===== src/rtl/core/jetp_pkg.sv =====
// Shared types, constants and fixed-point helpers for the Julia escape-time core.
// No dependencies; used by every module of the core.
`default_nettype none
package jetp_pkg;

    localparam int FRAC_BITS  = 28;
    localparam int MAX_DEGREE = 8;
    localparam int ZW         = 39;   // signed Q.28 value saturated to +-2^37
    localparam int WW         = 44;   // wide signed sum width before saturation
    localparam int QDEPTH     = 2;

    localparam logic signed [WW-1:0] SAT_POS = 44'sd137438953472;
    localparam logic signed [WW-1:0] SAT_NEG = -44'sd137438953472;
    localparam logic signed [WW-1:0] ESC_SQ  = 44'sd1073741824;

    // Register indexes of the configuration port
    localparam logic [2:0] REG_ORIGIN_RE = 3'd0;
    localparam logic [2:0] REG_ORIGIN_IM = 3'd1;
    localparam logic [2:0] REG_STEP_RE   = 3'd2;
    localparam logic [2:0] REG_STEP_IM   = 3'd3;
    localparam logic [2:0] REG_CONST_RE  = 3'd4;
    localparam logic [2:0] REG_CONST_IM  = 3'd5;
    localparam logic [2:0] REG_DEGREE    = 3'd6;
    localparam logic [2:0] REG_MAX_ITER  = 3'd7;

    typedef logic signed [ZW-1:0] t_zval;

    typedef struct packed {
        logic [10:0] col;
        logic [9:0]  row;
    } t_pixel_in;

    typedef struct packed {
        logic [10:0] out_col;
        logic [9:0]  out_row;
        logic        inside_res;
        logic [9:0]  escape_round;
    } t_pixel_out;

    typedef struct packed {
        logic [10:0] col;
        logic [9:0]  row;
        t_zval       zr;
        t_zval       zi;
    } t_job;

    typedef struct packed {
        logic signed [31:0] const_re;
        logic signed [31:0] const_im;
        logic [3:0]         degree;
        logic [9:0]         max_iter;
    } t_run_cfg;

    // Clamp a wide sum to +-2^37
    function automatic t_zval sat(input logic signed [WW-1:0] v);
        logic signed [WW-1:0] c;
        begin
            c = v;
            if (v > SAT_POS) c = SAT_POS;
            if (v < SAT_NEG) c = SAT_NEG;
            sat = c[ZW-1:0];
        end
    endfunction

    // Q.28 product on magnitudes, truncated toward zero, saturated
    function automatic t_zval qmul(input t_zval a, input t_zval b);
        logic        neg;
        logic [ZW-1:0] ua;
        logic [ZW-1:0] ub;
        logic [9:0]  ah;
        logic [9:0]  bh;
        logic [27:0] al;
        logic [27:0] bl;
        logic [55:0] ll;
        logic [49:0] m;
        logic [ZW-1:0] r;
        begin
            neg = a[ZW-1] ^ b[ZW-1];
            ua  = a[ZW-1] ? (~a + 1'b1) : a;
            ub  = b[ZW-1] ? (~b + 1'b1) : b;
            ah  = ua[37:28];
            al  = ua[27:0];
            bh  = ub[37:28];
            bl  = ub[27:0];
            ll  = 56'(al) * 56'(bl);
            m   = (50'(20'(ah) * 20'(bh)) << FRAC_BITS) + 50'(38'(ah) * 38'(bl))
                + 50'(38'(al) * 38'(bh)) + 50'(ll[55:28]);
            if (m > 50'd137438953472) m = 50'd137438953472;
            r   = m[ZW-1:0];
            qmul = neg ? t_zval'(~r + 1'b1) : t_zval'(r);
        end
    endfunction

endpackage
`default_nettype wire


===== src/rtl/core/jetp_front.sv =====
// Front end: maps an accepted pixel to its saturated start point.
// Depends on jetp_pkg.
`default_nettype none
module jetp_front (
    input  wire jetp_pkg::t_pixel_in i_pixel,
    input  wire logic signed [31:0]  i_origin_re,
    input  wire logic signed [31:0]  i_origin_im,
    input  wire logic [30:0]         i_step_re,
    input  wire logic [30:0]         i_step_im,
    output jetp_pkg::t_job           o_job
);
    logic [41:0] w_off_re;
    logic [40:0] w_off_im;
    logic signed [jetp_pkg::WW-1:0] w_sum_re;
    logic signed [jetp_pkg::WW-1:0] w_sum_im;

    // Scale the pixel position by the step sizes
    assign w_off_re = 42'(i_pixel.col) * 42'(i_step_re);
    assign w_off_im = 41'(i_pixel.row) * 41'(i_step_im);

    // Offset from the view corner and clamp
    assign w_sum_re = jetp_pkg::WW'(i_origin_re) + $signed({2'b00, w_off_re});
    assign w_sum_im = jetp_pkg::WW'(i_origin_im) + $signed({3'b000, w_off_im});

    assign o_job.col = i_pixel.col;
    assign o_job.row = i_pixel.row;
    assign o_job.zr  = jetp_pkg::sat(w_sum_re);
    assign o_job.zi  = jetp_pkg::sat(w_sum_im);
endmodule
`default_nettype wire


===== config.mk =====
export PLATFORM = sky130hd
export DESIGN_NAME = jetp_front
export DESIGN_NICKNAME = d
export VERILOG_FILES = /design/src/rtl/core/jetp_pkg.sv /design/src/rtl/core/jetp_front.sv
export SDC_FILE = /design/constraint.sdc
export NUM_CORES = 2
export LEC_CHECK = 0
export BUFFER_PORTS_ARGS = -buffer_cell sky130_fd_sc_hd__buf_2
export CAP_MARGIN = 5
export CORE_MARGIN = 2
export CORE_UTILIZATION = 27
export DETAILED_ROUTE_END_ITERATION = 10
export PLACE_DENSITY = 0.39
export SYNTH_ARGS = -nofsm -noshare
export SYNTH_HDL_FRONTEND = slang
export SYNTH_SLANG_ARGS = --single-unit

===== constraint.sdc =====
create_clock -name vclk -period 26.5
set_input_delay 5.3 -clock vclk [all_inputs]
set_output_delay 5.3 -clock vclk [all_outputs]
set_load 0.05 [all_outputs]

* Word level (Yosys, flattened, before mapping)
Index checks and enable logic that the tools add are counted.
Cells by class: multiplexer cells 4, multipliers 2, magnitude comparators 4, $add $sub $neg 2
Operators with widths (number):
- $mux W39 | 4
- $add A32 B43 Y44 | 1
- $gt A44 B39 Y1 const B | 1
- $lt A44 B38 Y1 const B | 1
- $add A32 B42 Y43 | 1
- $gt A43 B39 Y1 const B | 1
- $lt A43 B38 Y1 const B | 1
- $mul A11 B31 Y42 | 1
- $mul A10 B31 Y41 | 1
Storage, ports and cells: input bits 147, register bits 0, output and inout port bits 99, logic and storage cells 12

* Longest topological paths before layout
word-level depth 5, gate-level depth with buffers 38, mapped depth without buffers 35

* Worst setup path after synthesis
OpenSTA, ideal clock, no wires.
path kind input to output, start input port i_pixel[9] (netlist bit), end output port o_job[0] (netlist bit), slack 6379 ps, arrival 14821 ps, buffers on the path 1, data required time 21200 ps, cell stages on the path 31, path through clkbuf_1 > nand2_1 > fa_1 > fa_1 > inv_1 > fa_1 > fa_1 > inv_1 > fa_1 > inv_1 > ha_1 > and3_1 > a221oi_1 > o22ai_1 > o41ai_1 > a211oi_1 > o221ai_1 > a21oi_1 > a41oi_1 > xnor2_1 > ha_1 > a21oi_1 > nand2b_1 > a21oi_1 > nor2_1 > o21ai_0 > o31ai_1 > a211oi_1 > nand4_1 > a2bb2oi_2 > a21boi_0
RTL lines:
- start, declared | RTL line jetp_front.sv:5 | input wire jetp_pkg::t_pixel_in i_pixel,
- end, declared | RTL line jetp_front.sv:10 | output jetp_pkg::t_job o_job

==> results.sh <==
export IMPL_dr_total_vias=22260
export IMPL_worst_pin_slew_ns=0.9132
export IMPL_crit_top_cell="fa_1"
export IMPL_finalCritPeriodShare_pct=80.78
export IMPL_synth_common_cells="fa_1, inv_1, nand2_1"
export IMPL_fin_nets=4194
export IMPL_grt_pass1_wl_mm=134.0
export IMPL_whs_ns=10.92
export IMPL_setup_tns_ns=0
export IMPL_final_util_pct=29.41
export IMPL_critPathLaunchType="input port"
export IMPL_dieHeight_um=316.9
export IMPL_cp_end_kind="primary output"
export IMPL_cp_max_fo=32
export IMPL_clock_buffers=0
export IMPL_synth_compound_area_share_pct=15.11
export IMPL_cts_resized=0
export IMPL_gp_congestion=0.8182
export IMPL_syn2layout_area_growth_pct=7.793
export IMPL_fmax_mhz=46.71
export IMPL_maxCapViolations=0
export IMPL_setup_ws_ns=5.093
export IMPL_drive_gt1_share_pct=9.728
export IMPL_critical_path_class="in2out"
export IMPL_final_seq_area_um2=0
export IMPL_final_min_clock_period_ns=21.41
export IMPL_synth_area_leaders="fa_1, ha_1, and2_1"
export IMPL_maxSlewViolCount=0
export IMPL_io_pins=246
export IMPL_yosys_area_share_simple_pct=21.49
export IMPL_syn_cell_area_mm2=0.02643
export IMPL_remaining_drc_errors=0
export IMPL_design_seq_count=0
export IMPL_required_ns=21.20
export IMPL_postRouteAntennaNets=0
export IMPL_grt_max_degree=38
export IMPL_dp_worst_setup_slack_ns=5.368
export IMPL_synth_adder_area_share_pct=48.78
export IMPL_max_stage_delay_ns=0.78
export IMPL_synth_mux_area_share_pct=0.2036
export IMPL_whs_path_depth=2
export IMPL_ys_types=106
export IMPL_vias_per_cell=4.849
export IMPL_antenna_found_initial=15
export IMPL_syn_inst=3247
export IMPL_rsz0062_at_grt="no"
export IMPL_grt_overflow=0
export IMPL_io_buffers=246
export IMPL_synth_avg_cell_area_um2=8.139
export IMPL_slew_headroom_pct=38.76
export IMPL_startpoint="i_pixel[15]"
export IMPL_die_area_mm2=0.1004
export IMPL_hp_class="in2out"
export IMPL_wl_mm=84.93
export IMPL_hpwl_mm=70.47
export IMPL_yosysWarnings=0
export IMPL_start_util_pct=27.29
export IMPL_grt_usage_pct=16.82
export IMPL_hold_buffers=0
export IMPL_arrival_ns=16.11
export IMPL_first_iter_violations=1060
export IMPL_yosys_area_top_type_share_pct=37.27
export IMPL_wl_per_cell_um=18.50
export IMPL_synth_top_area_cell="fa_1"
export IMPL_endpoint="o_job[62]"
export IMPL_yosys_area_share_xor_xnor_pct=4.275
export IMPL_fill_cells=10630
export IMPL_synth_nets=4129
export IMPL_synth_top_family_by_area="adder cells"
export IMPL_firstDrtPassIters=5
export IMPL_post_cts_setup_buffers=0
export IMPL_die_w_um=316.9
export IMPL_hold_start="i_pixel[6]"
export IMPL_outcome="completed"
export IMPL_core_rowCount=114
export IMPL_slowest_stage="nor4_1"
export IMPL_core_area_mm2=0.09685
export IMPL_synth_yosys_seq_area_share_pct=0
export IMPL_hold_violations=0
export IMPL_setup_violations=0
export IMPL_grt_pass1_vias=23060
export IMPL_synth_most_common_cell="fa_1"
==> logic make-up (layout without fill, tap and decap cells) <==
| group | after synthesis | after routing |
|---|---|---|
| buffers and inverters | 678 | 741 |
| AO/OA/AOI/OAI | 577 | 577 |
| adder cells (fa/ha/maj) | 735 | 735 |
| AND/OR/NAND/NOR | 1124 | 1124 |
| XOR/XNOR | 129 | 129 |
| multiplexers | 4 | 4 |
| other | 0 | 5 |
==> final cells by class <==
cell class | count | area (um^2) | share of cell area, %
Multi-Input combinational cell | 2569 | 23750 | 83.36
Antenna cell | 5 | 12.51 | 0.04392
Tap cell | 1276 | 1597 | 5.605
Timing Repair Buffer | 258 | 1319 | 4.629
Inverter | 483 | 1813 | 6.364
==> how the worst min path moves through the flow <==
stage / slack [ns] / endpoint
CTS: 10.92 / o_job[84]
finish: 10.92 / o_job[84]
global route: 10.93 / o_job[84]
floorplan: 10.77 / o_job[78]
detailed placement: 10.92 / o_job[84]
global placement: 10.91 / o_job[84]
==> cell usage in the layout (no fill, tap or decap), drive strengths merged, types with 24 or more instances in the layout <==
cell / synthesis / layout
nor2b: 29 / 29
xnor2: 84 / 84
o21bai: 25 / 25
nand2b: 27 / 27
inv: 483 / 483
xor2: 45 / 45
fa: 492 / 492
a211oi: 24 / 24
ha: 243 / 243
nand3: 30 / 30
and3: 28 / 28
o21ai: 102 / 102
nand4: 40 / 40
a21oi: 159 / 159
a21boi: 25 / 25
o21a: 26 / 26
a21o: 72 / 72
nor3: 39 / 39
and2: 308 / 308
buf: 47 / 258
nand2: 439 / 439
nor2: 126 / 126
==> critical path: cells and delay by family <==
kind	cells	cell delay [ns]
compound gates	14	4.04
buf+inv	6	1.42
simple gates	6	1.94
xor+xnor	1	0.12
fa+ha+maj	7	3.23
==> per-layer routing <==
layer	vias up	GRT usage, %	part of all wire [%]
met2	316	27.47	47
met4	10	1.512	0.95
met5	-	0	0.069
li1	10580	-	-
met1	11320	25.17	49
met3	40	1.056	2.7
==> through the flow <==
step / std cells / cell area [um^2]
2_1_floorplan: 3247 / 26430
3_3_place_gp: 4585 / 28470
3_5_place_dp: 4586 / 28470
4_1_cts: 4586 / 28470
5_1_grt: 4591 / 28490
6_report: 4591 / 28490
Power is not shown: default switching activity piles up to over one toggle a cycle in this logic, so the estimate is an artifact.
