### src/rtl/core/jetp_pkg.sv
// Shared types, constants and fixed-point helpers for the Julia escape-time core.
// No dependencies; used by every module of the core.
`default_nettype none
package jetp_pkg;

    localparam int FRAC_BITS  = 28;
    localparam int MAX_DEGREE = 8;
    localparam int ZW         = 39;   // signed Q.28 value saturated to +-2^37
    localparam int WW         = 44;   // wide signed sum width before saturation
    localparam int QDEPTH     = 2;

    localparam logic signed [WW-1:0] SAT_POS = 44'sd137438953472;
    localparam logic signed [WW-1:0] SAT_NEG = -44'sd137438953472;
    localparam logic signed [WW-1:0] ESC_SQ  = 44'sd1073741824;

    // Register indexes of the configuration port
    localparam logic [2:0] REG_ORIGIN_RE = 3'd0;
    localparam logic [2:0] REG_ORIGIN_IM = 3'd1;
    localparam logic [2:0] REG_STEP_RE   = 3'd2;
    localparam logic [2:0] REG_STEP_IM   = 3'd3;
    localparam logic [2:0] REG_CONST_RE  = 3'd4;
    localparam logic [2:0] REG_CONST_IM  = 3'd5;
    localparam logic [2:0] REG_DEGREE    = 3'd6;
    localparam logic [2:0] REG_MAX_ITER  = 3'd7;

    typedef logic signed [ZW-1:0] t_zval;

    typedef struct packed {
        logic [10:0] col;
        logic [9:0]  row;
    } t_pixel_in;

    typedef struct packed {
        logic [10:0] out_col;
        logic [9:0]  out_row;
        logic        inside_res;
        logic [9:0]  escape_round;
    } t_pixel_out;

    typedef struct packed {
        logic [10:0] col;
        logic [9:0]  row;
        t_zval       zr;
        t_zval       zi;
    } t_job;

    typedef struct packed {
        logic signed [31:0] const_re;
        logic signed [31:0] const_im;
        logic [3:0]         degree;
        logic [9:0]         max_iter;
    } t_run_cfg;

    // Clamp a wide sum to +-2^37
    function automatic t_zval sat(input logic signed [WW-1:0] v);
        logic signed [WW-1:0] c;
        begin
            c = v;
            if (v > SAT_POS) c = SAT_POS;
            if (v < SAT_NEG) c = SAT_NEG;
            sat = c[ZW-1:0];
        end
    endfunction

    // Q.28 product on magnitudes, truncated toward zero, saturated
    function automatic t_zval qmul(input t_zval a, input t_zval b);
        logic        neg;
        logic [ZW-1:0] ua;
        logic [ZW-1:0] ub;
        logic [9:0]  ah;
        logic [9:0]  bh;
        logic [27:0] al;
        logic [27:0] bl;
        logic [55:0] ll;
        logic [49:0] m;
        logic [ZW-1:0] r;
        begin
            neg = a[ZW-1] ^ b[ZW-1];
            ua  = a[ZW-1] ? (~a + 1'b1) : a;
            ub  = b[ZW-1] ? (~b + 1'b1) : b;
            ah  = ua[37:28];
            al  = ua[27:0];
            bh  = ub[37:28];
            bl  = ub[27:0];
            ll  = 56'(al) * 56'(bl);
            m   = (50'(20'(ah) * 20'(bh)) << FRAC_BITS) + 50'(38'(ah) * 38'(bl))
                + 50'(38'(al) * 38'(bh)) + 50'(ll[55:28]);
            if (m > 50'd137438953472) m = 50'd137438953472;
            r   = m[ZW-1:0];
            qmul = neg ? t_zval'(~r + 1'b1) : t_zval'(r);
        end
    endfunction

endpackage
`default_nettype wire

### src/rtl/core/jetp_queue.sv
// Two-entry job queue between the front end and the iteration engine.
// Depends on jetp_pkg.
`default_nettype none
module jetp_queue (
    input  wire logic          i_clk,
    input  wire logic          i_rst_n,
    input  wire logic          i_push,
    input  wire jetp_pkg::t_job i_job,
    input  wire logic          i_pop,
    output jetp_pkg::t_job     o_job,
    output logic               o_valid,
    output logic               o_full
);
    jetp_pkg::t_job r_mem [jetp_pkg::QDEPTH];
    logic       r_wr;
    logic       r_rd;
    logic [1:0] r_cnt;

    assign o_job   = r_mem[r_rd];
    assign o_valid = (r_cnt != 2'd0);
    assign o_full  = (r_cnt == 2'(jetp_pkg::QDEPTH));

    // Store the pushed word
    always_ff @(posedge i_clk) begin
        if (i_push) begin
            r_mem[r_wr] <= i_job;
        end
    end

    // Advance pointers and occupancy
    always_ff @(posedge i_clk) begin
        if (!i_rst_n) begin
            r_wr  <= 1'b0;
            r_rd  <= 1'b0;
            r_cnt <= 2'd0;
        end else begin
            if (i_push) r_wr <= ~r_wr;
            if (i_pop)  r_rd <= ~r_rd;
            r_cnt <= r_cnt + 2'(i_push) - 2'(i_pop);
        end
    end
endmodule
`default_nettype wire

### config.mk
export PLATFORM = sky130hd
export DESIGN_NAME = jetp_queue
export DESIGN_NICKNAME = d
export VERILOG_FILES = /design/src/rtl/core/jetp_pkg.sv /design/src/rtl/core/jetp_queue.sv
export SDC_FILE = /design/constraint.sdc
export NUM_CORES = 1
export LEC_CHECK = 0
export BUFFER_PORTS_ARGS = -buffer_cell sky130_fd_sc_hd__buf_2
export CORE_MARGIN = 10
export CORE_UTILIZATION = 52
export CTS_CLUSTER_DIAMETER = 150
export DETAILED_ROUTE_END_ITERATION = 16
export GPL_ROUTABILITY_DRIVEN = 0
export PLACE_DENSITY = 0.89
export REMOVE_ABC_BUFFERS = 1
export SYNTH_ARGS = -nofsm -noshare
export SYNTH_HDL_FRONTEND = slang
export SYNTH_SLANG_ARGS = --single-unit
### constraint.sdc
create_clock -name i_clk -period 6 [get_ports i_clk]
set_input_delay 0.3 -clock i_clk [delete_from_list [all_inputs] [get_ports i_clk]]
set_output_delay 0.3 -clock i_clk [all_outputs]
set_load 0.05 [all_outputs]
Word-level counts from Yosys, hierarchy flattened
Memories as Yosys holds them, arrays and structs flattened. A register that Yosys moved wholly into a read port is not among the register bits.
Index checks and enable logic that the tools add are counted.
- $add $sub $neg: 2
- multipliers: 0
- divide/modulo/power cells: 0
- order comparisons: 0
- equal/unequal tests: 1
- shifts and indexed selects: 0
- multiplexer cells: 4
- bitwise operators: 2
- reduce and logical (&&, ||, !) cells: 1
- operators by type and width (operator ; number):
    1-bit 2-to-1 mux ; 4
    2-bit by 1-bit adder with 2-bit output ; 1
    2-bit equality test, second input constant ; 1
    1-bit NOT ; 2
    2-bit nonzero test ; 1
    2-bit by 1-bit subtractor with 2-bit output ; 1
- register bits after elaboration: 4
- latch bits: 0
- bits in writable memories: 198
- bits in read-only memories: 0
- output and inout port bits: 101
- word-level logic and storage cells: 14
- memories: 1
- memory list (memory ; depth ; width ; read ports ; clocked after Yosys merged registers in ; wr ports ; line ; text):
    r_mem ; 2 ; 99 ; 1 ; 1 ; 1 ; jetp_queue.sv:14 ; jetp_pkg::t_job r_mem [jetp_pkg::QDEPTH];

Longest topological paths before layout
- depth after elaboration: 3
- depth in mapped cells: 6
- mapped depth without buffers: 6

Least setup slack after synthesis
OpenSTA, ideal clock, no wires.
- kind: reg2reg
- start: register r_wr
- end: memory r_mem[0][0] (netlist bit) (enable)
- library setup time: 0.570 ns
- arrival time: 4.701 ns
- data required time: 5.430 ns
- slack: 0.729 ns
- stages on the path, launching flop included: 2
- path through: dfxtp_1 > nor2b_1
- RTL lines (element ; line ; text):
    from (decl) ; jetp_queue.sv:15 ; logic r_wr;
    from (signal assigned) ; jetp_queue.sv:37 ; if (i_push) r_wr <= ~r_wr;
    to (decl) ; jetp_queue.sv:14 ;
Straight into the memory's write port.

==> parameters.txt <==
Parameter                              Value

Die
  Top-level I/O count    between 200 and 250
  Die height    139 um
  Core Area    between 10000 and 15000 sq um
  Die Width    about 140 um
  Site row count    43
  Initial standard-cell utilization of the core    0.531
  Die Area    19400 sq um

Yosys
  Mean instance size in the synthesized netlist    ~22 sq um
  Gate Count Post-Synth    roughly 330
  Sequential cell area fraction in the yosys report    0.817
  Synthesized-area fraction occupied by and/or/nand/nor cells    0.00761
  Unique cell type count in the Yosys netlist    14
  Dominant combinational cell family by area after synthesis    multiplexers
  Compound-gate portion of the synthesized area    0.00101
  Multiplexer fraction of the synthesized cell area    0.156
  Xor and xnor fraction of the mapped netlist area    0.00423
  Yosys synthesis warning count    0
  Adder-cell share of the synthesized area    0.00338
  Post-Syn Area    7400 sq um
  #FFs+latches synth    a little over 200

Timing
  Minimum clock period after layout    between 2 and 3 ns
  Maximum clock skew at final layout    0.00993 ns
  Transition time of the tightest slew-check pin    between 1 and 1.5 ns
  Worst Hold Slack    roughly 0.015 ns
  Post-Route Setup TNS    0 ns
  Worst-case headroom to the max-slew limit    0.214
  Max Slew Vio Count    0
  Final worst-path cycle share    0.492
  Final hold violation count    0
  RSZ-0062 raised after global routing    no
  Max frequency    between 300 and 400 MHz
  Setup violators final    0

Final layout
  Multi-input logic area    1280 sq um
  NumNets Final    between 700 and 800
  Area Overhead vs Synth    32.5%
  Sequential standard cell area    slightly above 6000 sq um
  Number of filler instances in the final layout    between 800 and 900
  Share of cells above drive strength 1    0.550

Drt
  Number of detailed-routing iterations run before antenna repair    4
  Count of unresolved DRC violations after routing    0
  Final Routed Wirelength    16.7 mm
  Initial DRC Count    around 190
  Routed Antenna Nets    0
  Routed length per placed instance    21.0 um
  Vias per inst    between 5 and 6
  Vias after detailed routing    just over 4000

Critical path
  Sort of element at the end of the critical path    output port
  Crit Path Class    reg -> out
  Required @ worst endpoint    between 5 and 6 ns
  Launching element type of the critical path    flip-flop
  Worst-path maximum fanout    54
  Slack of the worst reg-to-reg path    3.73 ns
  Capture point of the critical path    o_job[46]
  End of the worst register-to-register path    r_mem[0][75]
  Cells on worst reg2reg path    2
  Reg-to-reg critical path startpoint    r_wr
  Worst Path Arrival    roughly 2.7 ns

Worst hold path
  Type of the most critical hold path    in -> reg

Power and ir drop
  Total power    3480 uW
  IR drop worst, VDD    approximately 290 uV
  PD cells    355 nW/um^2
  Cell leakage power    about 0.0037 uW

GRT
  Total routing resource utilization after global routing    0.162
  Via count of the first global-routing pass    4492
  Antenna violations before repair    2
  Largest net degree at the start of global routing    86
  Congestion Overflow GR    0
  Global-route wire length before repair    about 25 mm

Clock network
  Clock tree sinks    between 200 and 250
  H-tree depth    1
  Setup Buffers After CTS    0
  Maximum buffer depth of the clock tree    3
  Resized cells post-CTS    0
  Clock-pin slew on the worst setup and hold paths    ~0.07 ns
  Skew-Pair Late Insertion Delay    0.48 ns
  CTS tree    done
  CTS root buf    clkbuf_16
  Number of buffers created by CTS    21

Placement
  Detail Placement HPWL    between 10 and 15 mm
  Quantity of I/O buffers inserted on ports    roughly 200

Job
  Number of max-cap violations    0

Status
  Result of the run    completed
## critical path, cell delays in order, from the launching register on
cell and delay (ns):
dfxtp_4 0.74, buf_4 0.68, mux2_2 0.43, buf_2 0.22
## what timing repair did
| action | CTS | global route |
|---|---|---|
| setup endpoints to repair | 0 | 0 |
| endpoints found under the hold margin | 92 | 6 |
| hold buffers | 50 | 4 |
## cells in the final DEF, fill, tap and decap left out
cell type      count
nor2b_1            3
clkbuf_1           1
buf_4              3
dlygate4sd3_1     54
clkinv_2           3
diode_2            1
mux2_4            10
clkinv_4           2
o21a_1             1
nor2b_4            1
ha_1               2
and2_4             1
clkbuf_16         21
buf_2            203
clkinv_1           7
mux2_2            89
dfxtp_1            4
inv_1              2
edfxtp_1         198
dfxtp_4            1
bufinv_16          2
xor2_1             1
clkinvlp_4         1
and2_1             3
xnor3_1            1
or2_2              1
## how the worst min path moves through the flow
stage	start	endpoint	slack (ns)	cells past startpoint
6_report	i_job[16]	r_mem[1][16]	0.02	1
5_1_grt	i_job[22]	r_mem[1][22]	-0.006	1
4_1_cts	i_job[74]	r_mem[1][74]	0.0001	1
3_5_place_dp	i_job[14]	r_mem[1][14]	0.49	1
3_3_place_gp	i_job[26]	r_mem[0][26]	0.49	1
2_1_floorplan	i_job[0]	r_mem[0][0]	0.40	0
## cell usage after synthesis, drive strengths merged
library cell	n	share of area
and2	4	0.0034
buf	11	0.010
dfxtp	5	0.014
edfxtp	198	0.80
ha	2	0.0034
inv	2	0.0010
mux2	99	0.16
nor2b	4	0.0034
o21a	1	0.0010
or2	1	0.00085
xnor3	1	0.0030
xor2	1	0.0012
## power by group
| part | internal [uW] | switching (uW) | leakage, uW | total, uW |
|---|---|---|---|---|
| clock network | 726 | 509 | 0.000319 | 1230 |
| logic | 181 | 392 | 0.00152 | 573 |
| registers | 1640 | 32.3 | 0.00190 | 1670 |
## cell families (layout without fill, tap and decap cells)
group / Yosys count / in the layout
DFF: 203 / 203
muxes: 99 / 99
buffers and inverters: 13 / 299
and+or+nand+nor: 9 / 9
adders and majority gates: 2 / 2
xor gates and xnor gates: 2 / 2
AOI/OAI and AO/OA: 1 / 1
other: 0 / 1
## sequential cells by signal, summed over array words and instances (netlist names), named ones only
name,flops
r_mem,198
r_wr,1
r_rd,1
r_cnt,2
## per-stage QoR
stage          area, sq um  worst slack, ns  utilization  std cells
2_1_floorplan         7330            0.729            -        318
3_5_place_dp          8600             3.53        0.617        704
3_3_place_gp          8600             3.54        0.617        704
6_report              9800             3.05        0.703        796
5_1_grt               9800             2.91        0.703        796
4_1_cts               9760             3.00        0.700        791
## final cells by class
cell class | instances | area share
flip-flops and latches | 203 | 0.617
repair buffers | 260 | 0.161
well taps | 180 | 0.0230
clock inverters | 15 | 0.0129
clock buffers | 22 | 0.0540
inverters | 2 | 0.000766
multi-input cells | 113 | 0.131
diodes | 1 | 0.000255
## routing by layer
metal / part of all wire / GRT usage / vias to the layer above
met5: 0.00042 / 0 / -
met4: 0.022 / 0.0483 / 2
met3: 0.083 / 0.0585 / 30
met2: 0.53 / 0.294 / 171
met1: 0.37 / 0.172 / 1982
li1: - / - / 1846
(Power assumes the default switching activity.)
