## src/rtl/core/jetp_pkg.sv

```systemverilog
// Shared types, constants and fixed-point helpers for the Julia escape-time core.
// No dependencies; used by every module of the core.
`default_nettype none
package jetp_pkg;

    localparam int FRAC_BITS  = 28;
    localparam int MAX_DEGREE = 8;
    localparam int ZW         = 39;   // signed Q.28 value saturated to +-2^37
    localparam int WW         = 44;   // wide signed sum width before saturation
    localparam int QDEPTH     = 2;

    localparam logic signed [WW-1:0] SAT_POS = 44'sd137438953472;
    localparam logic signed [WW-1:0] SAT_NEG = -44'sd137438953472;
    localparam logic signed [WW-1:0] ESC_SQ  = 44'sd1073741824;

    // Register indexes of the configuration port
    localparam logic [2:0] REG_ORIGIN_RE = 3'd0;
    localparam logic [2:0] REG_ORIGIN_IM = 3'd1;
    localparam logic [2:0] REG_STEP_RE   = 3'd2;
    localparam logic [2:0] REG_STEP_IM   = 3'd3;
    localparam logic [2:0] REG_CONST_RE  = 3'd4;
    localparam logic [2:0] REG_CONST_IM  = 3'd5;
    localparam logic [2:0] REG_DEGREE    = 3'd6;
    localparam logic [2:0] REG_MAX_ITER  = 3'd7;

    typedef logic signed [ZW-1:0] t_zval;

    typedef struct packed {
        logic [10:0] col;
        logic [9:0]  row;
    } t_pixel_in;

    typedef struct packed {
        logic [10:0] out_col;
        logic [9:0]  out_row;
        logic        inside_res;
        logic [9:0]  escape_round;
    } t_pixel_out;

    typedef struct packed {
        logic [10:0] col;
        logic [9:0]  row;
        t_zval       zr;
        t_zval       zi;
    } t_job;

    typedef struct packed {
        logic signed [31:0] const_re;
        logic signed [31:0] const_im;
        logic [3:0]         degree;
        logic [9:0]         max_iter;
    } t_run_cfg;

    // Clamp a wide sum to +-2^37
    function automatic t_zval sat(input logic signed [WW-1:0] v);
        logic signed [WW-1:0] c;
        begin
            c = v;
            if (v > SAT_POS) c = SAT_POS;
            if (v < SAT_NEG) c = SAT_NEG;
            sat = c[ZW-1:0];
        end
    endfunction

    // Q.28 product on magnitudes, truncated toward zero, saturated
    function automatic t_zval qmul(input t_zval a, input t_zval b);
        logic        neg;
        logic [ZW-1:0] ua;
        logic [ZW-1:0] ub;
        logic [9:0]  ah;
        logic [9:0]  bh;
        logic [27:0] al;
        logic [27:0] bl;
        logic [55:0] ll;
        logic [49:0] m;
        logic [ZW-1:0] r;
        begin
            neg = a[ZW-1] ^ b[ZW-1];
            ua  = a[ZW-1] ? (~a + 1'b1) : a;
            ub  = b[ZW-1] ? (~b + 1'b1) : b;
            ah  = ua[37:28];
            al  = ua[27:0];
            bh  = ub[37:28];
            bl  = ub[27:0];
            ll  = 56'(al) * 56'(bl);
            m   = (50'(20'(ah) * 20'(bh)) << FRAC_BITS) + 50'(38'(ah) * 38'(bl))
                + 50'(38'(al) * 38'(bh)) + 50'(ll[55:28]);
            if (m > 50'd137438953472) m = 50'd137438953472;
            r   = m[ZW-1:0];
            qmul = neg ? t_zval'(~r + 1'b1) : t_zval'(r);
        end
    endfunction

endpackage
`default_nettype wire

```

## src/rtl/core/jetp_engine.sv

```systemverilog
// Iteration engine: runs z = z^d + c with one shared Q.28 multiplier.
// Depends on jetp_pkg.
`default_nettype none
module jetp_engine (
    input  wire logic               i_clk,
    input  wire logic               i_rst_n,
    input  wire jetp_pkg::t_job     i_job,
    input  wire logic               i_job_valid,
    output logic                    o_pop,
    input  wire jetp_pkg::t_run_cfg i_cfg,
    output logic                    o_valid,
    output jetp_pkg::t_pixel_out    o_result
);
    typedef enum logic [2:0] {
        S_IDLE, S_MUL, S_ACC, S_ADDC, S_MAG, S_CHK
    } t_state;

    t_state r_state;
    logic [1:0] r_idx;
    logic [3:0] r_k;
    logic [9:0] r_i;
    logic [10:0] r_col;
    logic [9:0] r_row;
    jetp_pkg::t_zval r_zr, r_zi, r_pr, r_pi, r_p0, r_p1, r_p2, r_p3;
    logic r_valid;
    jetp_pkg::t_pixel_out r_res;

    logic [3:0] w_deg;
    logic [9:0] w_iters;
    jetp_pkg::t_zval w_a, w_b, w_prod;
    logic signed [jetp_pkg::WW-1:0] w_mag;

    // Clamp degree and round count
    always_comb begin
        w_deg = i_cfg.degree;
        if (i_cfg.degree < 4'd2) w_deg = 4'd2;
        if (i_cfg.degree > 4'(jetp_pkg::MAX_DEGREE)) w_deg = 4'(jetp_pkg::MAX_DEGREE);
        w_iters = (i_cfg.max_iter == 10'd0) ? 10'd1 : i_cfg.max_iter;
    end

    // Select multiplier operands
    always_comb begin
        w_a = r_zr;
        w_b = r_zr;
        if (r_state == S_MAG) begin
            w_a = r_idx[0] ? r_zi : r_zr;
            w_b = w_a;
        end else begin
            case (r_idx)
                2'd0: begin w_a = r_pr; w_b = r_zr; end
                2'd1: begin w_a = r_pi; w_b = r_zi; end
                2'd2: begin w_a = r_pr; w_b = r_zi; end
                default: begin w_a = r_pi; w_b = r_zr; end
            endcase
        end
    end

    assign w_prod = jetp_pkg::qmul(w_a, w_b);
    assign w_mag  = jetp_pkg::WW'(r_p0) + jetp_pkg::WW'(r_p1);
    assign o_pop  = (r_state == S_IDLE) && i_job_valid;
    assign o_valid  = r_valid;
    assign o_result = r_res;

    // Sequence the rounds
    always_ff @(posedge i_clk) begin
        if (!i_rst_n) begin
            r_state <= S_IDLE;
            r_valid <= 1'b0;
            r_idx   <= 2'd0;
        end else begin
            r_valid <= 1'b0;
            unique case (r_state)
                S_IDLE: begin
                    if (i_job_valid) begin
                        r_col   <= i_job.col;
                        r_row   <= i_job.row;
                        r_zr    <= i_job.zr;
                        r_zi    <= i_job.zi;
                        r_pr    <= i_job.zr;
                        r_pi    <= i_job.zi;
                        r_k     <= 4'd1;
                        r_i     <= 10'd0;
                        r_idx   <= 2'd0;
                        r_state <= S_MUL;
                    end
                end
                S_MUL: begin
                    case (r_idx)
                        2'd0: r_p0 <= w_prod;
                        2'd1: r_p1 <= w_prod;
                        2'd2: r_p2 <= w_prod;
                        default: r_p3 <= w_prod;
                    endcase
                    r_idx <= r_idx + 2'd1;
                    if (r_idx == 2'd3) r_state <= S_ACC;
                end
                S_ACC: begin
                    r_pr <= jetp_pkg::sat(jetp_pkg::WW'(r_p0) - jetp_pkg::WW'(r_p1));
                    r_pi <= jetp_pkg::sat(jetp_pkg::WW'(r_p2) + jetp_pkg::WW'(r_p3));
                    if (r_k == w_deg - 4'd1) begin
                        r_state <= S_ADDC;
                    end else begin
                        r_k     <= r_k + 4'd1;
                        r_state <= S_MUL;
                    end
                end
                S_ADDC: begin
                    r_zr    <= jetp_pkg::sat(jetp_pkg::WW'(r_pr) + jetp_pkg::WW'(i_cfg.const_re));
                    r_zi    <= jetp_pkg::sat(jetp_pkg::WW'(r_pi) + jetp_pkg::WW'(i_cfg.const_im));
                    r_idx   <= 2'd0;
                    r_state <= S_MAG;
                end
                S_MAG: begin
                    if (r_idx[0]) begin
                        r_p1    <= w_prod;
                        r_state <= S_CHK;
                    end else begin
                        r_p0 <= w_prod;
                    end
                    r_idx <= r_idx + 2'd1;
                end
                S_CHK: begin
                    r_res.out_col <= r_col;
                    r_res.out_row <= r_row;
                    if (w_mag > jetp_pkg::ESC_SQ) begin
                        r_res.inside_res   <= 1'b0;
                        r_res.escape_round <= r_i;
                        r_valid <= 1'b1;
                        r_state <= S_IDLE;
                    end else if (r_i == w_iters - 10'd1) begin
                        r_res.inside_res   <= 1'b1;
                        r_res.escape_round <= 10'd0;
                        r_valid <= 1'b1;
                        r_state <= S_IDLE;
                    end else begin
                        r_i     <= r_i + 10'd1;
                        r_pr    <= r_zr;
                        r_pi    <= r_zi;
                        r_k     <= 4'd1;
                        r_idx   <= 2'd0;
                        r_state <= S_MUL;
                    end
                end
                default: r_state <= S_IDLE;
            endcase
        end
    end
endmodule
`default_nettype wire

```

## config.mk

```make
export PLATFORM = sky130hd
export DESIGN_NAME = jetp_engine
export DESIGN_NICKNAME = d
export VERILOG_FILES = /design/src/rtl/core/jetp_pkg.sv /design/src/rtl/core/jetp_engine.sv
export SDC_FILE = /design/constraint.sdc
export NUM_CORES = 2
export LEC_CHECK = 0
export BUFFER_PORTS_ARGS = -buffer_cell sky130_fd_sc_hd__clkbuf_2
export CORE_AREA = 2 2 510 512
export CTS_CLUSTER_SIZE = 10
export DETAILED_ROUTE_END_ITERATION = 16
export DIE_AREA = 0 0 512 514
export PLACE_DENSITY = 0.45
export SLEW_MARGIN = 20
export SYNTH_ARGS = -nofsm -noshare
export SYNTH_HDL_FRONTEND = slang
export SYNTH_SLANG_ARGS = --single-unit
export TNS_END_PERCENT = 1
```

## constraint.sdc

```tcl
create_clock -name i_clk -period 26.2 [get_ports i_clk]
set_input_delay 1.31 -clock i_clk [delete_from_list [all_inputs] [get_ports i_clk]]
set_output_delay 1.31 -clock i_clk [all_outputs]
set_load 0.01 [all_outputs]
```

# Word-level counts from Yosys, hierarchy flattened
# Cells that the tools add are included.
dict set report word_totals {
  register_bits 385
  latchBits 0
  mem_bits_rw 0
  rom_bits 0
  inputBits 180
  output_inout_bits 34
  elab_cells 162
  mem_count 0
}
dict set report op_classes {
  n_addsub 16
  n_mul 4
  div 0
  n_lt_le_gt_ge 12
  n_eq_ne 19
  shifts 0
  muxes 60
  n_bitwise 5
  reduce_logical 27
}
# cell n
set op_table {}
lappend op_table {{$mux W39} 25}
lappend op_table {{$pmux W39 S2} 4}
lappend op_table {{$pmux W39 S3} 2}
lappend op_table {{$gt A40 B39 Y1 const B} 4}
lappend op_table {{$lt A40 B38 Y1 const B} 4}
lappend op_table {{$add A39 B32 Y40} 2}
lappend op_table {{$add A39 B39 Y40} 2}
lappend op_table {{$add A38 B1 Y38 const B} 2}
lappend op_table {{$mux W38} 2}
lappend op_table {{$not A38 Y38} 2}
lappend op_table {{$mul A28 B28 Y56} 1}
lappend op_table {{$add A49 B38 Y50} 1}
lappend op_table {{$add A50 B28 Y50} 1}
lappend op_table {{$gt A50 B38 Y1 const B} 1}
lappend op_table {{$mux W10} 5}
lappend op_table {{$add A48 B38 Y49} 1}
lappend op_table {{$gt A40 B32 Y1 const B} 1}
lappend op_table {{$sub A39 B39 Y40} 1}
lappend op_table {{$add A39 B1 Y39 const B} 1}
lappend op_table {{$not A39 Y39} 1}
lappend op_table {{$mul A10 B28 Y38} 1}
lappend op_table {{$mul A28 B10 Y38} 1}
lappend op_table {{$mux W4} 6}
lappend op_table {{$mul A10 B10 Y20} 1}
lappend op_table {{other kinds (40)} 71}

# Longest topological paths before layout
dict set report depth {
  depth_word 18
  depth_mapped 89
  ltp_nobuf 77
}

# Worst setup path after synthesis
# OpenSTA, ideal clock, no wires.
dict set report synth_timing {
  path_kind {register -> register}
  start {reg r_idx[0]}
  end {reg r_p0[34] (data pin)}
  setup_time_ns 0.264
  arrival_ns 19.993
  required_ns 25.936
  path_slack_ns 5.943
  path_stages_with_launch 88
  path_buffers 15
  period_less_slack_ns 20.257
  cell_sequence {dfxtp_1 -> buf_2 -> buf_2 -> buf_2 -> buf_2 -> buf_1 -> buf_2 -> inv_1 -> ha_1 -> mux2i_1 -> buf_2 -> buf_2 -> buf_2 -> mux2i_1 -> ha_1 -> nand2_1 -> nor2_1 -> nand2_1 -> [... 52 more ...] -> mux2i_1 -> a41oi_1 -> or4_1 -> nand2b_1 -> clkbuf_1 -> clkbuf_1 -> nor2_1 -> inv_1 -> ha_1 -> nand2_1 -> nor3_1 -> and3_1 -> nand2_1 -> nor2_1 -> and2_1 -> nor4b_1 -> or4_1 -> and3_1}
}
dict set report synth_via {
  elab_chain_cells 18
  word_cells_on_any_way 32
  cone_classes {6 x add/sub; 4 x mul; 1 x order compare; 2 x eq/ne; 12 x mux; 4 x bitwise; 3 x reduce/logical}
}
# item line_no
set synth_lines {}
lappend synth_lines {{start, declared} jetp_engine.sv:19} ;# logic [1:0] r_idx;
lappend synth_lines {{start signal, assigned} jetp_engine.sv:94} ;# r_idx <= r_idx + 2'd1;
lappend synth_lines {{start signal, assigned} jetp_engine.sv:120} ;# r_idx <= r_idx + 2'd1;
lappend synth_lines {{$eq A2 B2 Y1, or another cell as far along} jetp_engine.sv:49} ;# case (r_idx)
lappend synth_lines {{$reduce_or A2 Y1 (no source line)} -}
lappend synth_lines {{$mux W39} jetp_engine.sv:49}
lappend synth_lines {{$mux W39} jetp_engine.sv:45} ;# if (r_state == S_MAG) begin
lappend synth_lines {{$not A38 Y38, on equally long branches} {jetp_pkg.sv:79, jetp_pkg.sv:80}}
lappend synth_lines {{$add A38 B1 Y38, on equally long branches} {jetp_pkg.sv:79, jetp_pkg.sv:80}}
lappend synth_lines {{$mux W38, on equally long branches} {jetp_pkg.sv:79, jetp_pkg.sv:80}}
lappend synth_lines {{$mul A10 B28 Y38 / $mul A10 B10 Y20 (equally long branches)} jetp_pkg.sv:86} ;# m = (50'(20'(ah) * 20'(bh)) << FRAC_BITS) + 50'(38'(ah) * 38'(bl))
lappend synth_lines {{[... 3 more ...]} -}
lappend synth_lines {{$gt A50 B38 Y1} jetp_pkg.sv:88} ;# if (m > 50'd137438953472) m = 50'd137438953472;
lappend synth_lines {{$mux W39} jetp_pkg.sv:88}
lappend synth_lines {{$not A39 Y39} jetp_pkg.sv:90} ;# qmul = neg ? t_zval'(~r + 1'b1) : t_zval'(r);
lappend synth_lines {{$add A39 B1 Y39} jetp_pkg.sv:90}
lappend synth_lines {{$mux W39 *} jetp_pkg.sv:90}
lappend synth_lines {{net w_prod[34]} jetp_engine.sv:30} ;# jetp_pkg::t_zval w_a, w_b, w_prod;
lappend synth_lines {{$mux W39, on equally long branches} {jetp_engine.sv:114, jetp_engine.sv:88}}
lappend synth_lines {{$pmux W39 S2 *} jetp_engine.sv:72} ;# unique case (r_state)
lappend synth_lines {{end signal, assigned} jetp_engine.sv:89} ;# 2'd0: r_p0 <= w_prod;
lappend synth_lines {{end signal, assigned} jetp_engine.sv:118} ;# r_p0 <= w_prod;
lappend synth_lines {{end, declared} jetp_engine.sv:24} ;# jetp_pkg::t_zval r_zr, r_zi, r_pr, r_pi, r_p0, r_p1, r_p2, r_p3;
# The timed path passes the listed nets; every way through them passes the cells marked *. The select of a mux whose other input is x is not followed.
# A chain may end at the register's enable or synchronous reset.

# Worst setup path after layout
dict set report layout_timing {
  start {reg r_state[2]}
  end {reg r_p1[16] (data pin)}
}
dict set report layout_via {
  elab_chain_cells 16
  word_cells_on_any_way 26
  cone_classes {6 x add/sub; 4 x mul; 1 x order compare; 2 x eq/ne; 9 x mux; 4 x bitwise}
}
# item line_no
set layout_lines {}
lappend layout_lines {{start, declared} jetp_engine.sv:18} ;# t_state r_state;
lappend layout_lines {{start signal, assigned} jetp_engine.sv:67} ;# r_state <= S_IDLE;
lappend layout_lines {{start signal, assigned} jetp_engine.sv:84} ;# r_state <= S_MUL;
lappend layout_lines {{start signal, assigned} jetp_engine.sv:95} ;# if (r_idx == 2'd3) r_state <= S_ACC;
lappend layout_lines {{$eq A3 B3 Y1 *} jetp_engine.sv:45}
lappend layout_lines {{$mux W39} jetp_engine.sv:45}
lappend layout_lines {{$not A38 Y38, on equally long branches} {jetp_pkg.sv:79, jetp_pkg.sv:80}}
lappend layout_lines {{$add A38 B1 Y38, on equally long branches} {jetp_pkg.sv:79, jetp_pkg.sv:80}}
lappend layout_lines {{$mux W38, on equally long branches} {jetp_pkg.sv:79, jetp_pkg.sv:80}}
lappend layout_lines {{$mul A10 B28 Y38 / $mul A10 B10 Y20 (equally long branches)} jetp_pkg.sv:86}
lappend layout_lines {{$add A48 B38 Y49} jetp_pkg.sv:86}
lappend layout_lines {{$add A49 B38 Y50} jetp_pkg.sv:87} ;# + 50'(38'(al) * 38'(bh)) + 50'(ll[55:28]);
lappend layout_lines {{$add A50 B28 Y50} jetp_pkg.sv:87}
lappend layout_lines {{$gt A50 B38 Y1} jetp_pkg.sv:88}
lappend layout_lines {{$mux W39} jetp_pkg.sv:88}
lappend layout_lines {{$not A39 Y39} jetp_pkg.sv:90}
lappend layout_lines {{$add A39 B1 Y39} jetp_pkg.sv:90}
lappend layout_lines {{$mux W39 *} jetp_pkg.sv:90}
lappend layout_lines {{net w_prod[16]} jetp_engine.sv:30}
lappend layout_lines {{$mux W39, on equally long branches} {jetp_engine.sv:114, jetp_engine.sv:88}}
lappend layout_lines {{$pmux W39 S2 *} jetp_engine.sv:72}
lappend layout_lines {{end signal, assigned} jetp_engine.sv:90} ;# 2'd1: r_p1 <= w_prod;
lappend layout_lines {{end signal, assigned} jetp_engine.sv:115} ;# r_p1 <= w_prod;
lappend layout_lines {{end, declared} jetp_engine.sv:24}
# Marked as above.

==> flow_metrics.tcl <==
set metrics [dict create \
    io_buffers 213 \
    dr.pass1.iters 6 \
    cp_slowest_cell "mux2i_1" \
    via_per_inst 5.260 \
    grt_pass1_vias 67120 \
    drive_above_1_share 0.07703 \
    drt_iter0_drc 5877 \
    synth-edff-count 379 \
    antenna_left 0 \
    clock_sinks 385 \
    finalSetupTns_ns 0 \
    start_util 0.2985 \
    maxCapViolCount 0 \
    slew-limit-headroom 0.1415 \
    utilization 0.3284 \
    fmax_mhz 44.60 \
    critPathMaxFanout 51 \
    via_count 64660 \
    die-area_sq_um 263200 \
    status "complete, no violations" \
    post_cts_buffers 0 \
    critPathArrivalTime_ns 22.74 \
    fin_ws_ns 3.781 \
    track_usage 0.2433 \
    worst_pin_slew_ns 1.283 \
    synth_area_sq_um 77040 \
    whs_ns 0.4162 \
    critPathKind "reg2reg" \
    clk_latency_ns 0.65 \
    hold_path_depth 0 \
    yosysSeqAreaShare 0.1493 \
    grt_max_degree 85 \
    end_kind "flop" \
    drv_slew 0 \
    synth_top_cell_area_share 0.3279 \
    synth_area_leader_cell "fa_1" \
    ioPinCount 214 \
    detailed_place_hpwl_microns 252400 \
    finalSetupViolations 0 \
    critPathRequiredTime_ns 26.52 \
    synth_ff_type "edfxtp_1" \
    core_area_sq_um 258100 \
    wirelength_microns 322500 \
    nets 10880 \
    grt_first_pass_wirelength_microns 470200 \
    synth_cells 8833 \
    finalHoldViolCount 0 \
    slowest_delay_ns 0.77 \
    syn_area_per_cell_sq_um 8.722 \
    rsz0062_at_grt "no" \
    die_h_microns 514 \
    cts_buffer_depth 3 \
    pre_cts_ws_ns 4.080 \
    rows 187 \
    async_flop_share 0 \
    gp_congestion 0.9260 \
    fin_skew_ns 0.03374 \
    cts_resized 0 \
    synthesis.nets 10870 \
    path_clk_slew_ns 0.06 \
    routedWlPerCell_microns 26.24 \
    route.detailed.drc 0 \
    cp-start-kind "flop" \
    cts_buffers 51 \
    cts_root_buf "clkbuf_16" \
    cts_tree "built" \
    grt_overflow 0 \
    antenna_found_initial 24 \
    synth-seq-cells 385 \
    finalCritPeriodShare 0.8557 \
    area_growth_pct 9.993 \
    r2r_cells 67 \
    cts.hold.buffers_added 0 \
    synth_area_leaders "fa_1 33%, edfxtp_1 15%, ha_1 9.6%" \
    synth_warnings 0 \
    fp.dieW_microns 512 \
    min_period_ns 22.42 \
    synth.distinct_cells 100 \
    htree_levels 2 \
    hp-class "reg2reg" \
    crit_path_frequent_cell "fa_1" \
]
[layer usage]
layer / up-vias / wire length, microns / track usage
met5: - / 34 / 0
li1: 28230 / - / -
met1: 33360 / 137000 / 0.3222
met2: 2565 / 149400 / 0.4018
met4: 6 / 14320 / 0.09218
met3: 501 / 21660 / 0.03395
[cells in the final DEF (no fill, tap or decap), types with 53 or more instances in the layout]
cell type	n
clkbuf_2	213
mux2i_1	57
o31ai_1	83
ha_1	592
xnor2_1	159
o21ai_0	270
edfxtp_1	379
xor2_1	127
fa_1	1262
a31oi_1	57
and2_1	109
a22oi_1	79
nor3_1	95
buf_4	165
a21o_1	141
nand4_1	53
inv_1	1580
nor2_1	782
nand3_1	121
a21oi_1	299
nand2_1	1295
[state kept, by name (all words and copies together) (netlist names), 4 cells and up]
| register | flops |
|---|---|
| r_p0 | 39 |
| r_zr | 39 |
| o_result | 32 |
| r_p2 | 39 |
| r_row | 10 |
| r_pr | 39 |
| r_p1 | 39 |
| r_zi | 39 |
| r_col | 11 |
| r_k | 4 |
| r_pi | 39 |
| r_i | 10 |
| r_p3 | 39 |
[cells in the mapped netlist (53+ instances only)]
| master | count |
|---|---|
| inv_1 | 1580 |
| nand2_1 | 1297 |
| fa_1 | 1262 |
| nor2_1 | 785 |
| ha_1 | 592 |
| edfxtp_1 | 379 |
| clkbuf_1 | 338 |
| a21oi_1 | 301 |
| o21ai_0 | 272 |
| xnor2_1 | 216 |
| xor2_1 | 177 |
| a21o_1 | 141 |
| nand3_1 | 121 |
| and2_1 | 111 |
| nor3_1 | 95 |
| o31ai_1 | 83 |
| a22oi_1 | 79 |
| buf_2 | 60 |
| mux2i_1 | 60 |
| a31oi_1 | 57 |
| nand4_1 | 53 |
[kinds of logic after synthesis]
| group | count (synthesis) | share of synthesized area |
|---|---|---|
| buffers and inverters | 2000 | 0.09902 |
| flip-flops | 385 | 0.1493 |
| AND/OR/NAND/NOR | 2774 | 0.1561 |
| AO/OA/AOI/OAI | 1327 | 0.1131 |
| XOR/XNOR | 393 | 0.04468 |
| adder cells (fa/ha/maj) | 1854 | 0.4241 |
| multiplexers | 100 | 0.01372 |
[critical path: cells and delay by family, from the launching register on]
family	cells	cell delay [ns]
adder cells (fa/ha/maj)	16	7.66
AND/OR/NAND/NOR	19	6.49
AO/OA/AOI/OAI	13	3.64
multiplexers	2	1.49
buffers and inverters	13	1.37
flip-flops	1	0.68
XOR/XNOR	4	0.64
[path summary, 6_finish.rpt]
check                                             start                     end  slack [ns]
worst max register to register  r_state[2]$_SDFFE_PN0P_      r_p1[16]$_DFFE_PP_        3.78
worst max-delay path            r_state[2]$_SDFFE_PN0P_      r_p1[16]$_DFFE_PP_        3.78
worst min-delay path                 r_row[5]$_DFFE_PP_  o_result[16]$_DFFE_PP_        0.42
worst min register to register       r_row[5]$_DFFE_PP_  o_result[16]$_DFFE_PP_        0.42
[through the flow]
stage	instance area [sq um]	instances
2_1_floorplan	77040	8833
3_3_place_gp	83050	12190
3_5_place_dp	83070	12190
4_1_cts	84680	12280
5_1_grt	84730	12290
6_report	84740	12290
[final cells by class]
cell class / instances / area, sq um
Antenna cell: 10 / 25.02
Clock buffer: 66 / 1333
Clock inverter: 21 / 279.0
Fill cell: 27040 / 173300
Inverter: 1581 / 5934
Multi-Input combinational cell: 6448 / 59090
Sequential cell: 385 / 11500
Tap cell: 3402 / 4257
Timing Repair Buffer: 379 / 2325
Power is not shown: default switching activity piles up to over one toggle a cycle in this logic, so the estimate is an artifact.
